## src/rtl/lrp_pkg.sv

```systemverilog
package lrp_pkg;

    localparam int VALUE_BITS  = 63;
    localparam int OFFSET_BITS = 32;
    localparam int SUM_BITS    = (VALUE_BITS > OFFSET_BITS) ? VALUE_BITS : OFFSET_BITS;
    localparam int SCALED_BITS = VALUE_BITS + 4;

    localparam int QUEUE_DEPTH     = 2;
    localparam int QUEUE_PTR_BITS  = (QUEUE_DEPTH > 1) ? $clog2(QUEUE_DEPTH) : 1;
    localparam int QUEUE_CNT_BITS  = $clog2(QUEUE_DEPTH + 1);

    localparam logic [7:0] CHAR_SPACE = 8'h20;
    localparam logic [7:0] CHAR_COLON = 8'h3A;
    localparam logic [7:0] CHAR_COMMA = 8'h2C;
    localparam logic [7:0] CHAR_ZERO  = 8'h30;
    localparam logic [7:0] CHAR_NINE  = 8'h39;
    localparam logic [7:0] CHAR_L     = 8'h6C;
    localparam logic [7:0] CHAR_B     = 8'h62;
    localparam logic [7:0] CHAR_E     = 8'h65;
    localparam logic [7:0] CHAR_A     = 8'h61;
    localparam logic [7:0] CHAR_N     = 8'h6E;

    localparam logic [2:0] CLS_L     = 3'd0;
    localparam logic [2:0] CLS_BE    = 3'd1;
    localparam logic [2:0] CLS_AN    = 3'd2;
    localparam logic [2:0] CLS_DIGIT = 3'd3;
    localparam logic [2:0] CLS_COMMA = 3'd4;
    localparam logic [2:0] CLS_OTHER = 3'd5;

    localparam logic [2:0] ST_SEEK = 3'd0;
    localparam logic [2:0] ST_L    = 3'd1;
    localparam logic [2:0] ST_BE   = 3'd2;
    localparam logic [2:0] ST_AN   = 3'd3;
    localparam logic [2:0] ST_NUM  = 3'd4;

    localparam logic [1:0] STATUS_LBA_BAD = 2'b01;
    localparam logic [1:0] STATUS_LEN_BAD = 2'b10;

    typedef struct packed {
        logic [2:0] cls;
        logic [3:0] digit;
    } lrp_entry_t;

endpackage

```

## src/rtl/lrp_front.sv

```systemverilog
module lrp_front
    import lrp_pkg::*;
(
    input  logic       in_valid,
    output logic       in_ready,
    input  logic [7:0] in_byte,
    input  logic       queue_full,
    output logic       push,
    output lrp_entry_t push_entry
);

    logic skip;

    assign in_ready = !queue_full;
    assign skip     = (in_byte == CHAR_SPACE) || (in_byte == CHAR_COLON);
    assign push     = in_valid && in_ready && !skip;

    always_comb
    begin
        push_entry.digit = in_byte[3:0];
        case (in_byte) inside
            CHAR_L:
                push_entry.cls = CLS_L;
            CHAR_B, CHAR_E:
                push_entry.cls = CLS_BE;
            CHAR_A, CHAR_N:
                push_entry.cls = CLS_AN;
            [CHAR_ZERO:CHAR_NINE]:
                push_entry.cls = CLS_DIGIT;
            CHAR_COMMA:
                push_entry.cls = CLS_COMMA;
            default:
                push_entry.cls = CLS_OTHER;
        endcase
    end

endmodule

```

## src/rtl/lrp_queue.sv

```systemverilog
module lrp_queue
    import lrp_pkg::*;
(
    input  logic       clk,
    input  logic       rst_n,
    input  logic       push,
    input  lrp_entry_t push_entry,
    output logic       full,
    output logic       head_valid,
    output lrp_entry_t head_entry,
    input  logic       pop
);

    lrp_entry_t                store_reg [QUEUE_DEPTH];
    logic [QUEUE_PTR_BITS-1:0] wr_ptr_reg, wr_ptr_next;
    logic [QUEUE_PTR_BITS-1:0] rd_ptr_reg, rd_ptr_next;
    logic [QUEUE_CNT_BITS-1:0] cnt_reg, cnt_next;

    function automatic logic [QUEUE_PTR_BITS-1:0] ptr_inc(input logic [QUEUE_PTR_BITS-1:0] p);
        if (p == QUEUE_PTR_BITS'(QUEUE_DEPTH - 1))
            return '0;
        else
            return p + 1'b1;
    endfunction

    assign full       = (cnt_reg == QUEUE_CNT_BITS'(QUEUE_DEPTH));
    assign head_valid = (cnt_reg != '0);
    assign head_entry = store_reg[rd_ptr_reg];

    always_comb
    begin
        wr_ptr_next = push ? ptr_inc(wr_ptr_reg) : wr_ptr_reg;
        rd_ptr_next = pop ? ptr_inc(rd_ptr_reg) : rd_ptr_reg;
        cnt_next    = cnt_reg;
        if (push && !pop)
            cnt_next = cnt_reg + 1'b1;
        else if (pop && !push)
            cnt_next = cnt_reg - 1'b1;
    end

    always_ff @(posedge clk or negedge rst_n)
    begin
        if (!rst_n)
        begin
            wr_ptr_reg <= '0;
            rd_ptr_reg <= '0;
            cnt_reg    <= '0;
        end
        else
        begin
            wr_ptr_reg <= wr_ptr_next;
            rd_ptr_reg <= rd_ptr_next;
            cnt_reg    <= cnt_next;
        end
    end

    always_ff @(posedge clk)
    begin
        if (push)
            store_reg[wr_ptr_reg] <= push_entry;
    end

    a_cnt_bound: assert property (@(posedge clk) disable iff (!rst_n)
        cnt_reg <= QUEUE_CNT_BITS'(QUEUE_DEPTH))
        else $error("queue count beyond depth");

    a_no_push_full: assert property (@(posedge clk) disable iff (!rst_n)
        full |-> !push)
        else $error("item pushed into a full queue");

    a_no_pop_empty: assert property (@(posedge clk) disable iff (!rst_n)
        pop |-> head_valid)
        else $error("item popped from an empty queue");

endmodule

```

## src/rtl/lrp_back.sv

```systemverilog
module lrp_back
    import lrp_pkg::*;
(
    input  logic                   clk,
    input  logic                   rst_n,
    input  logic                   head_valid,
    input  lrp_entry_t             head_entry,
    output logic                   pop,
    output logic                   out_valid,
    input  logic                   out_ready,
    output logic [VALUE_BITS-1:0]  lba_value,
    output logic [VALUE_BITS-1:0]  length_value,
    output logic [OFFSET_BITS-1:0] start_offset,
    output logic [1:0]             record_status
);

    logic [2:0]             state_reg, state_next;
    logic [VALUE_BITS-1:0]  accum_reg, accum_next;
    logic                   has_reg, has_next;
    logic                   ovf_reg, ovf_next;
    logic [VALUE_BITS-1:0]  lba_hold_reg, lba_hold_next;
    logic                   lba_inv_reg, lba_inv_next;
    logic [OFFSET_BITS-1:0] offset_reg, offset_next;
    logic                   out_valid_reg;
    logic [VALUE_BITS-1:0]  lba_out_reg;
    logic [VALUE_BITS-1:0]  len_out_reg;
    logic [OFFSET_BITS-1:0] off_out_reg;
    logic [1:0]             status_out_reg;

    logic [SCALED_BITS-1:0] scaled;
    logic                   scaled_ovf;
    logic                   num_bad;
    logic [VALUE_BITS-1:0]  num_value;
    logic [SUM_BITS-1:0]    len_wide;
    logic                   emit;

    assign scaled = (SCALED_BITS'(accum_reg) << 3) + (SCALED_BITS'(accum_reg) << 1)
                  + SCALED_BITS'(head_entry.digit);
    assign scaled_ovf = |scaled[SCALED_BITS-1:VALUE_BITS];
    assign num_bad    = !has_reg || ovf_reg;
    assign num_value  = num_bad ? '0 : accum_reg;
    assign len_wide   = SUM_BITS'(num_value);

    assign emit = (state_reg == ST_NUM) && ((head_entry.cls == CLS_OTHER)
               || (head_entry.cls == CLS_BE) || (head_entry.cls == CLS_AN));
    assign pop  = head_valid && (!emit || !out_valid_reg || out_ready);

    always_comb
    begin
        state_next    = state_reg;
        accum_next    = accum_reg;
        has_next      = has_reg;
        ovf_next      = ovf_reg;
        lba_hold_next = lba_hold_reg;
        lba_inv_next  = lba_inv_reg;
        offset_next   = offset_reg;
        if (pop)
        begin
            case (head_entry.cls)
                CLS_L:
                    state_next = ST_L;
                CLS_BE:
                    if (state_reg == ST_L)
                        state_next = ST_BE;
                CLS_AN:
                    if (state_reg == ST_BE)
                        state_next = ST_AN;
                CLS_DIGIT:
                    if (state_reg == ST_AN || state_reg == ST_NUM)
                    begin
                        state_next = ST_NUM;
                        has_next   = 1'b1;
                        if (!ovf_reg)
                        begin
                            if (scaled_ovf)
                                ovf_next = 1'b1;
                            else
                                accum_next = scaled[VALUE_BITS-1:0];
                        end
                    end
                CLS_COMMA:
                    if (state_reg == ST_NUM)
                    begin
                        lba_inv_next  = num_bad;
                        lba_hold_next = num_value;
                        accum_next    = '0;
                        has_next      = 1'b0;
                        ovf_next      = 1'b0;
                    end
                default:
                    ;
            endcase
            if (emit)
            begin
                offset_next = offset_reg + OFFSET_BITS'(len_wide);
                accum_next  = '0;
                has_next    = 1'b0;
                ovf_next    = 1'b0;
                state_next  = ST_SEEK;
            end
        end
    end

    always_ff @(posedge clk or negedge rst_n)
    begin
        if (!rst_n)
        begin
            state_reg     <= ST_SEEK;
            accum_reg     <= '0;
            has_reg       <= 1'b0;
            ovf_reg       <= 1'b0;
            lba_hold_reg  <= '0;
            lba_inv_reg   <= 1'b1;
            offset_reg    <= '0;
            out_valid_reg <= 1'b0;
        end
        else
        begin
            state_reg    <= state_next;
            accum_reg    <= accum_next;
            has_reg      <= has_next;
            ovf_reg      <= ovf_next;
            lba_hold_reg <= lba_hold_next;
            lba_inv_reg  <= lba_inv_next;
            offset_reg   <= offset_next;
            if (pop && emit)
                out_valid_reg <= 1'b1;
            else if (out_ready)
                out_valid_reg <= 1'b0;
        end
    end

    always_ff @(posedge clk)
    begin
        if (pop && emit)
        begin
            lba_out_reg    <= lba_hold_reg;
            len_out_reg    <= num_value;
            off_out_reg    <= offset_reg;
            status_out_reg <= (lba_inv_reg ? STATUS_LBA_BAD : 2'b00)
                            | (num_bad ? STATUS_LEN_BAD : 2'b00);
        end
    end

    assign out_valid     = out_valid_reg;
    assign lba_value     = lba_out_reg;
    assign length_value  = len_out_reg;
    assign start_offset  = off_out_reg;
    assign record_status = status_out_reg;

    a_emit_to_seek: assert property (@(posedge clk) disable iff (!rst_n)
        (pop && emit) |=> (state_reg == ST_SEEK) && out_valid_reg)
        else $error("record closed without returning to search");

    a_empty_is_zero: assert property (@(posedge clk) disable iff (!rst_n)
        !has_reg |-> (accum_reg == '0) && !ovf_reg)
        else $error("number state inconsistent with no digits");

    a_bad_lba_zero: assert property (@(posedge clk) disable iff (!rst_n)
        lba_inv_reg |-> (lba_hold_reg == '0))
        else $error("invalid LBA holds a non-zero value");

endmodule

```

## src/rtl/lba_len_record_parser.sv

```systemverilog
// Channel  Direction  Handshake            Payload
// in       input      in_valid/in_ready    in_byte
// out      output     out_valid/out_ready  lba_value, length_value, start_offset,
//                                          record_status
//
// One item is taken per cycle while the queue has room; the back end works one queued
// item per cycle unless a record waits, and registers a record on its closing item.
// A two-entry queue parts the byte classifier from the number and offset logic.
// Reset clears the search state, the number, the held LBA and the offset.
// A waiting record holds back the next closing item; the queue then fills and stalls input.
module lba_len_record_parser
    import lrp_pkg::*;
(
    input  logic                   clk,
    input  logic                   rst_n,
    input  logic                   in_valid,
    output logic                   in_ready,
    input  logic [7:0]             in_byte,
    output logic                   out_valid,
    input  logic                   out_ready,
    output logic [VALUE_BITS-1:0]  lba_value,
    output logic [VALUE_BITS-1:0]  length_value,
    output logic [OFFSET_BITS-1:0] start_offset,
    output logic [1:0]             record_status
);

    logic       queue_full;
    logic       push;
    lrp_entry_t push_entry;
    logic       head_valid;
    lrp_entry_t head_entry;
    logic       pop;

    lrp_front u_front (
        .in_valid   (in_valid),
        .in_ready   (in_ready),
        .in_byte    (in_byte),
        .queue_full (queue_full),
        .push       (push),
        .push_entry (push_entry)
    );

    lrp_queue u_queue (
        .clk        (clk),
        .rst_n      (rst_n),
        .push       (push),
        .push_entry (push_entry),
        .full       (queue_full),
        .head_valid (head_valid),
        .head_entry (head_entry),
        .pop        (pop)
    );

    lrp_back u_back (
        .clk           (clk),
        .rst_n         (rst_n),
        .head_valid    (head_valid),
        .head_entry    (head_entry),
        .pop           (pop),
        .out_valid     (out_valid),
        .out_ready     (out_ready),
        .lba_value     (lba_value),
        .length_value  (length_value),
        .start_offset  (start_offset),
        .record_status (record_status)
    );

endmodule

```

## config.mk

```make
export PLATFORM = sky130hd
export DESIGN_NAME = lba_len_record_parser
export DESIGN_NICKNAME = d
export VERILOG_FILES = /design/src/rtl/lrp_pkg.sv /design/src/rtl/lrp_front.sv /design/src/rtl/lrp_queue.sv /design/src/rtl/lrp_back.sv /design/src/rtl/lba_len_record_parser.sv
export SDC_FILE = /design/constraint.sdc
export NUM_CORES = 1
export LEC_CHECK = 0
export BUFFER_PORTS_ARGS = -buffer_cell sky130_fd_sc_hd__buf_4
export CAP_MARGIN = 10
export CORE_MARGIN = 2
export CORE_UTILIZATION = 28
export CTS_CLUSTER_DIAMETER = 150
export DETAILED_ROUTE_END_ITERATION = 16
export GPL_TIMING_DRIVEN = 0
export SYNTH_ARGS = -nofsm -noshare
export SYNTH_HDL_FRONTEND = slang
export SYNTH_HIERARCHICAL = 1
export SYNTH_SLANG_ARGS = --single-unit
```

## constraint.sdc

```tcl
create_clock -name clk -period 16.86 [get_ports clk]
set_input_delay 0.843 -clock clk [delete_from_list [all_inputs] [get_ports clk]]
set_output_delay 0.843 -clock clk [all_outputs]
set_load 0.005 [all_outputs]
```

==> impl_metrics.ini, run 1 <==
[worst_setup_path]
startpoint_type = flop
crit_top_cell = inv_1
required_ns = 17.30
cpPeakStageDelay_ns = 0.68
crit_fanout = 10
crit_type = reg2reg
crit_start = u_queue/rd_ptr_reg$_DFFE_PN0P_
crit_chain = buf_4 -> mux2_4 -> inv_1 -> fa_1 -> inv_1 -> ha_1 -> a211oi_1 -> o21a_1 -> o31ai_2 -> a2111oi_0 -> o211ai_1 -> a41oi_1 -> o41ai_1 -> xnor2_1 -> nand3_2 -> a31oi_4 -> buf_6 -> mux2_1
crit_arrival_ns = 6.32
slowest_stage = a2111oi_0
path_delay_family = compound AO/OA/AOI/OAI gates
end_kind = flop
timing.rr.start = u_queue/rd_ptr_reg$_DFFE_PN0P_
cp.buffers_inverters = 4

[grt]
grt_max_degree = 107
grt_pass1_wl_mm = 72.12
grt_pass1_vias = 13020
grtUsageTotal = 0.1334
grt_overflow = 0
antenna_found_initial = 0

[synth]
synthesis.nets = 1774
syn-instance-count = 1602
ys_types = 74
synthArstFlopShare = 0.4927
synth_ff_type = edfxtp_1
synth_seq_area_share = 0.5090
yosysWarnings = 6
ys_ff_latch = 343
syn_avg_cell_area_um2 = 11.60
syn-cell-area_um2 = 18580
synth_edf_count = 174

[outcome]
status = completed

[detailed_routing]
vias = 13010
postRouteAntennaNets = 0
initialDrtViolationCount = 724
dr.pass1.iters = 5
vias_per_cell = 4.788
drt-total-wl_mm = 45.78
routedWlPerCell_um = 16.85
drc = 0

[die]
die_y_um = 261.6
rows = 94
initial_utilization = 0.2825
dieArea_um2 = 68420
pin_count = 174
die_x_um = 261.6
core_area_um2 = 65750

[power_and_ir_drop]
power.total_uw = 2618
p_per_area_nw_per_um2 = 116.7
leakage_uw = 0.01048
irDropWorstVdd_v = 0.00006941

[timing]
post-route-min-period_ns = 5.886
hold_violations = 0
setup_violations = 0
rsz0062_at_grt = false
fin_crit_sh = 0.3491
slew_violations = 0
max_slew_margin = 0.3311
fin_worst_skew_ns = 0.02283
fin_setup_tns_ns = 0
fmax_ghz = 0.1699
worst_slew_pin_slew_ns = 0.9948

[job]
drv_cap = 0

[cells_and_area]
syn2layout_area_growth_pct = 20.75
mostFrequentLayoutCells = buf_4 (177), edfxtp_1 (174), dfrtp_1 (168)
fin_util = 0.3412
diodes = 0
drive_gt1_frac = 0.2052
fin_nets = 1992
final_cells = 2716
mostFrequentLayoutCell = buf_4

[placement]
port_buffers = 173
dp.cells = 2641
routabilityCongestion = 0.8689
dp_hpwl_mm = 34.12

[clock_tree]
cts_sinks = 343
cts_buffer_depth = 3
htreeDepth = 2
hold_buffers = 0
cts_setup_buffers = 0
clk_pin_slew_ns = 0.06
cts_made_buffers = 41
cts-root-buf = clkbuf_16
cts_tree = built
ctsResizeCount = 0
clock_latency_ns = 0.58

[min_path]
min_path_type = in2async
==> through the flow <==
stage          hold slack [ns]  worst slack (ns)  area [um^2]
6_report                0.2359             10.97        22430
5_1_grt                 0.2588             10.60        22430
4_1_cts                 0.2495             11.01        22430
3_5_place_dp            0.4252             11.05        21030
3_3_place_gp            0.4250             9.047        20960
2_1_floorplan           0.4194             11.28        18580
==> power breakdown <==
group / internal, uW / total [uW] / switching, uW / leakage [uW]
registers: 947 / 996 / 49.2 / 0.00418
logic: 283 / 709 / 425 / 0.00563
clock network: 548 / 913 / 364 / 0.000672
==> path summary, 6_finish.rpt <==
path | slack (ns) | depth (start not counted) | endpoint
worst max-delay path | 10.97 | 18 | u_back/accum_reg[36]$_DFFE_PN0P_
worst min-delay path | 0.24 | 1 | u_back/lba_hold_reg[34]$_DFFE_PN0P_
worst max register to register | 10.97 | 18 | u_back/accum_reg[36]$_DFFE_PN0P_
worst min register to register | 0.44 | 0 | u_back/lba_value[26]$_DFFE_PP_
max in group asynchronous | 15.68 | 2 | u_back/lba_hold_reg[2]$_DFFE_PN0P_
min in group clk | 0.44 | 0 | u_back/lba_value[26]$_DFFE_PP_
==> Yosys cell counts, drive strengths merged, types with 4 or more instances <==
| cell | number | area, um^2 |
|---|---|---|
| and3 | 10 | 63.81 |
| buf | 15 | 120.1 |
| nand3 | 16 | 85.08 |
| o31ai | 10 | 98.84 |
| mux2 | 128 | 1468 |
| dfrtp | 168 | 4204 |
| nand2b | 16 | 100.1 |
| o22ai | 6 | 37.54 |
| a21oi | 104 | 520.5 |
| or3 | 9 | 56.30 |
| o21a | 16 | 120.1 |
| a31oi | 11 | 83.83 |
| o211ai | 7 | 52.55 |
| o21bai | 18 | 135.1 |
| clkbuf | 44 | 165.2 |
| o221ai | 4 | 35.03 |
| xor2 | 41 | 359.1 |
| nor3 | 25 | 125.1 |
| a211oi | 8 | 60.06 |
| edfxtp | 174 | 5225 |
| nor2b | 10 | 62.56 |
| a21boi | 5 | 37.54 |
| inv | 47 | 176.4 |
| xnor2 | 47 | 411.6 |
| nor2 | 124 | 465.5 |
| o41ai | 6 | 71.32 |
| nand2 | 105 | 394.1 |
| a21o | 44 | 330.3 |
| or2 | 4 | 25.03 |
| ha | 157 | 1964 |
| nand4 | 13 | 81.33 |
| o2bb2ai | 7 | 61.31 |
| o21ai | 83 | 415.4 |
| and2 | 65 | 406.6 |
==> layer usage <==
metal / GRT usage / share of wire / wire [um]
met1: 0.1737 / 0.45 / 20760
met5: 0 / 0 / 0
met3: 0.02449 / 0.043 / 1978
met4: 0.03961 / 0.024 / 1110
met2: 0.2253 / 0.48 / 21930
==> cell families (layout without fill, tap and decap cells) <==
logic type      Yosys count  count (layout)  share of synthesized area
simple gates            415             415                     0.1082
compound gates          360             360                     0.1273
flops                   343             343                     0.5090
fa+ha+maj               160             160                     0.1090
mux                     130             130                    0.08009
buf+inv                 106             356                    0.02486
xor+xnor                 88              88                    0.04149
==> area by class of cell <==
class                   instances  area, um^2
plain buffers                  59       285.3
clock buffers                  51        1105
flip-flops and latches        343        9455
fillers                      6522       43320
multi-input cells            1153        8658
well taps                     864        1081
clock inverters                24       300.3
repair buffers                175        1361
inverters                      47       183.9
No activity file was read; power rests on OpenSTA's default activity.
==> run 2: changes to the inputs <==
- clock period: 16.86 -> 4.75 ns (I/O delays scaled with it)
==> run 2 against run 1 <==
The run now ends with negative setup slack left. Final cell count up 2.1%. Clock power rose to 3.4 times the previous value. Via count up 1.0%. Maximum frequency up 24%. Sequential cell count unchanged. Largest power group unchanged.
==> impl_metrics.ini, run 2 (synthesis results as in run 1) <==
[placement]
port_buffers = 173
routabilityCongestion = 0.8493
dp.cells = 2644
dp_hpwl_mm = 33.99
placed_area_um2 = 21090

[grt]
grt_pass1_wl_mm = 72.10
grt_pass1_vias = 13070
antenna_found_initial = 0
grt_max_degree = 98
grtUsageTotal = 0.1334
grt_overflow = 0

[worst_setup_path]
crit_end = u_back/accum_reg[25]$_DFFE_PN0P_
startpoint_type = flop
crit_start = u_queue/rd_ptr_reg$_DFFE_PN0P_
r2r_cells = 19
crit_fanout = 10
r2r_setup_slack_ns = -0.006
end_kind = flop
timing.rr.start = u_queue/rd_ptr_reg$_DFFE_PN0P_
crit_type = reg2reg
regToRegEndpoint = u_back/accum_reg[25]$_DFFE_PN0P_
required_ns = 5.20
crit_arrival_ns = 5.20

[die]
pin_count = 174
core_area_um2 = 65750
die_x_um = 261.6
dieArea_um2 = 68420
initial_utilization = 0.2825
die_y_um = 261.6
rows = 94

[detailed_routing]
drc = 0
vias_per_cell = 4.738
postRouteAntennaNets = 0
drt-total-wl_mm = 46.55
vias = 13140
initialDrtViolationCount = 660
routedWlPerCell_um = 16.79
dr.pass1.iters = 5

[clock_tree]
cts_made_buffers = 42
cts_buffer_depth = 3
clock_latency_ns = 0.56
clk_pin_slew_ns = 0.06
cts_sinks = 343
htreeDepth = 2
cts_tree = built
cts-root-buf = clkbuf_16

[timing]
setup_violations = 4
hold_violations = 0
max_slew_margin = 0.3618
fin_crit_sh = 1.001
setup_ws_ns = -0.006247
post-route-min-period_ns = 4.756
slew_violations = 0
fin_worst_skew_ns = 0.01281
rsz0062_at_grt = true
fin_setup_tns_ns = -0.01405
worst_slew_pin_slew_ns = 0.9572
fmax_ghz = 0.2103

[cells_and_area]
final_cells = 2772
diodes = 0
fin_nets = 2046
mostFrequentLayoutCells = buf_4 (210), edfxtp_1 (174), dfrtp_1 (168)
fill_cells = 6466
final_area_um2 = 23340
drive_gt1_frac = 0.2474
mostFrequentLayoutCell = buf_4
syn2layout_area_growth_pct = 25.66
fin_util = 0.3550

[min_path]
holdPathStages = 3
min_path_type = in2reg

[power_and_ir_drop]
leakage_uw = 0.01084
irDropWorstVdd_v = 0.0002959
p_per_area_nw_per_um2 = 417.0

[job]
drv_cap = 0

[outcome]
violations = negative setup slack
status = finished with violations
-- run 2: cell types whose count changed in the layout (fill, tap and decap cells not counted), moves of 5 or more --
cell           delta
buf_4            +33
clkbuf_1          -5
buf_12           +10
dlygate4sd3_1     +7
mux2_4           +42
mux2_2           -29
mux2_1           -13
clkbuf_16         +6
-- run 2: repair_timing --
item	in CTS	in global routing
hold endpoints to repair	81	0
setup buffers	22	18
hold buffers	7	0
pin swaps	16	7
gates cloned	0	3
setup endpoints to repair	72	67
gates resized for setup	45	57
-- run 2: per-layer routing --
layer / GRT usage / vias up / share of wire
met2: 0.2278 / 250 / 0.48
met4: 0.03535 / 0 / 0.024
met1: 0.1725 / 6409 / 0.45
met5: 0 / - / 0
met3: 0.02575 / 65 / 0.046
li1: - / 6411 / -
-- run 2: worst min-delay path by stage --
stage	start	endpoint	slack (ns)
floorplan	rst_n	u_back/accum_reg[0]$_DFFE_PN0P_	-0.06
global placement	u_back/lba_hold_reg[7]$_DFFE_PN0P_	u_back/lba_value[7]$_DFFE_PP_	0.43
detailed placement	rst_n	u_back/lba_hold_reg[33]$_DFFE_PN0P_	0.26
CTS	in_valid	u_queue/wr_ptr_reg$_DFFE_PN0P_	0.09
global route	in_valid	u_queue/wr_ptr_reg$_DFFE_PN0P_	0.14
finish	in_valid	u_queue/wr_ptr_reg$_DFFE_PN0P_	0.13
-- run 2: power breakdown --
group          switching (uW)  internal, uW  leakage, uW
registers                 183          3360      0.00418
clock network            1290          1820     0.000653
logic                    1680          1380      0.00601
-- run 2: final cells by class --
class,count,area (um^2),area share
plain buffers,59,344.1,0.01474
clock buffers,53,1176,0.05039
clock inverters,25,185.2,0.007933
inverters,47,183.9,0.007879
multi-input cells,1153,9026,0.3867
flip-flops and latches,343,9455,0.4051
well taps,864,1081,0.04631
repair buffers,228,1891,0.08099
-- run 2: worst max-delay path, cell delays in order, from the launching register on --
cell	delay (ns)
dfrtp_1	0.37
buf_6	0.13
mux2_4	0.29
ha_1	0.29
ha_1	0.26
inv_1	0.10
fa_2	0.23
nand2b_1	0.15
a21oi_2	0.09
o211a_1	0.26
o21a_1	0.22
o31ai_4	0.36
o31ai_4	0.16
a21o_1	0.23
a2111oi_4	0.35
nand3_2	0.21
a31oi_4	0.23
buf_12	0.19
buf_12	0.15
mux2_2	0.34
-- run 2: stage by stage --
stage	worst slack, ns	hold WS [ns]	power, uW
after floorplan	0.003201	-0.05809	5430
after global placement	-1.536	0.4258	6066
after detailed placement	-1.047	0.2596	6127
after CTS	-0.01826	0.09171	9599
after global routing	-0.1739	0.1446	10340
final	-0.006247	0.1300	9733
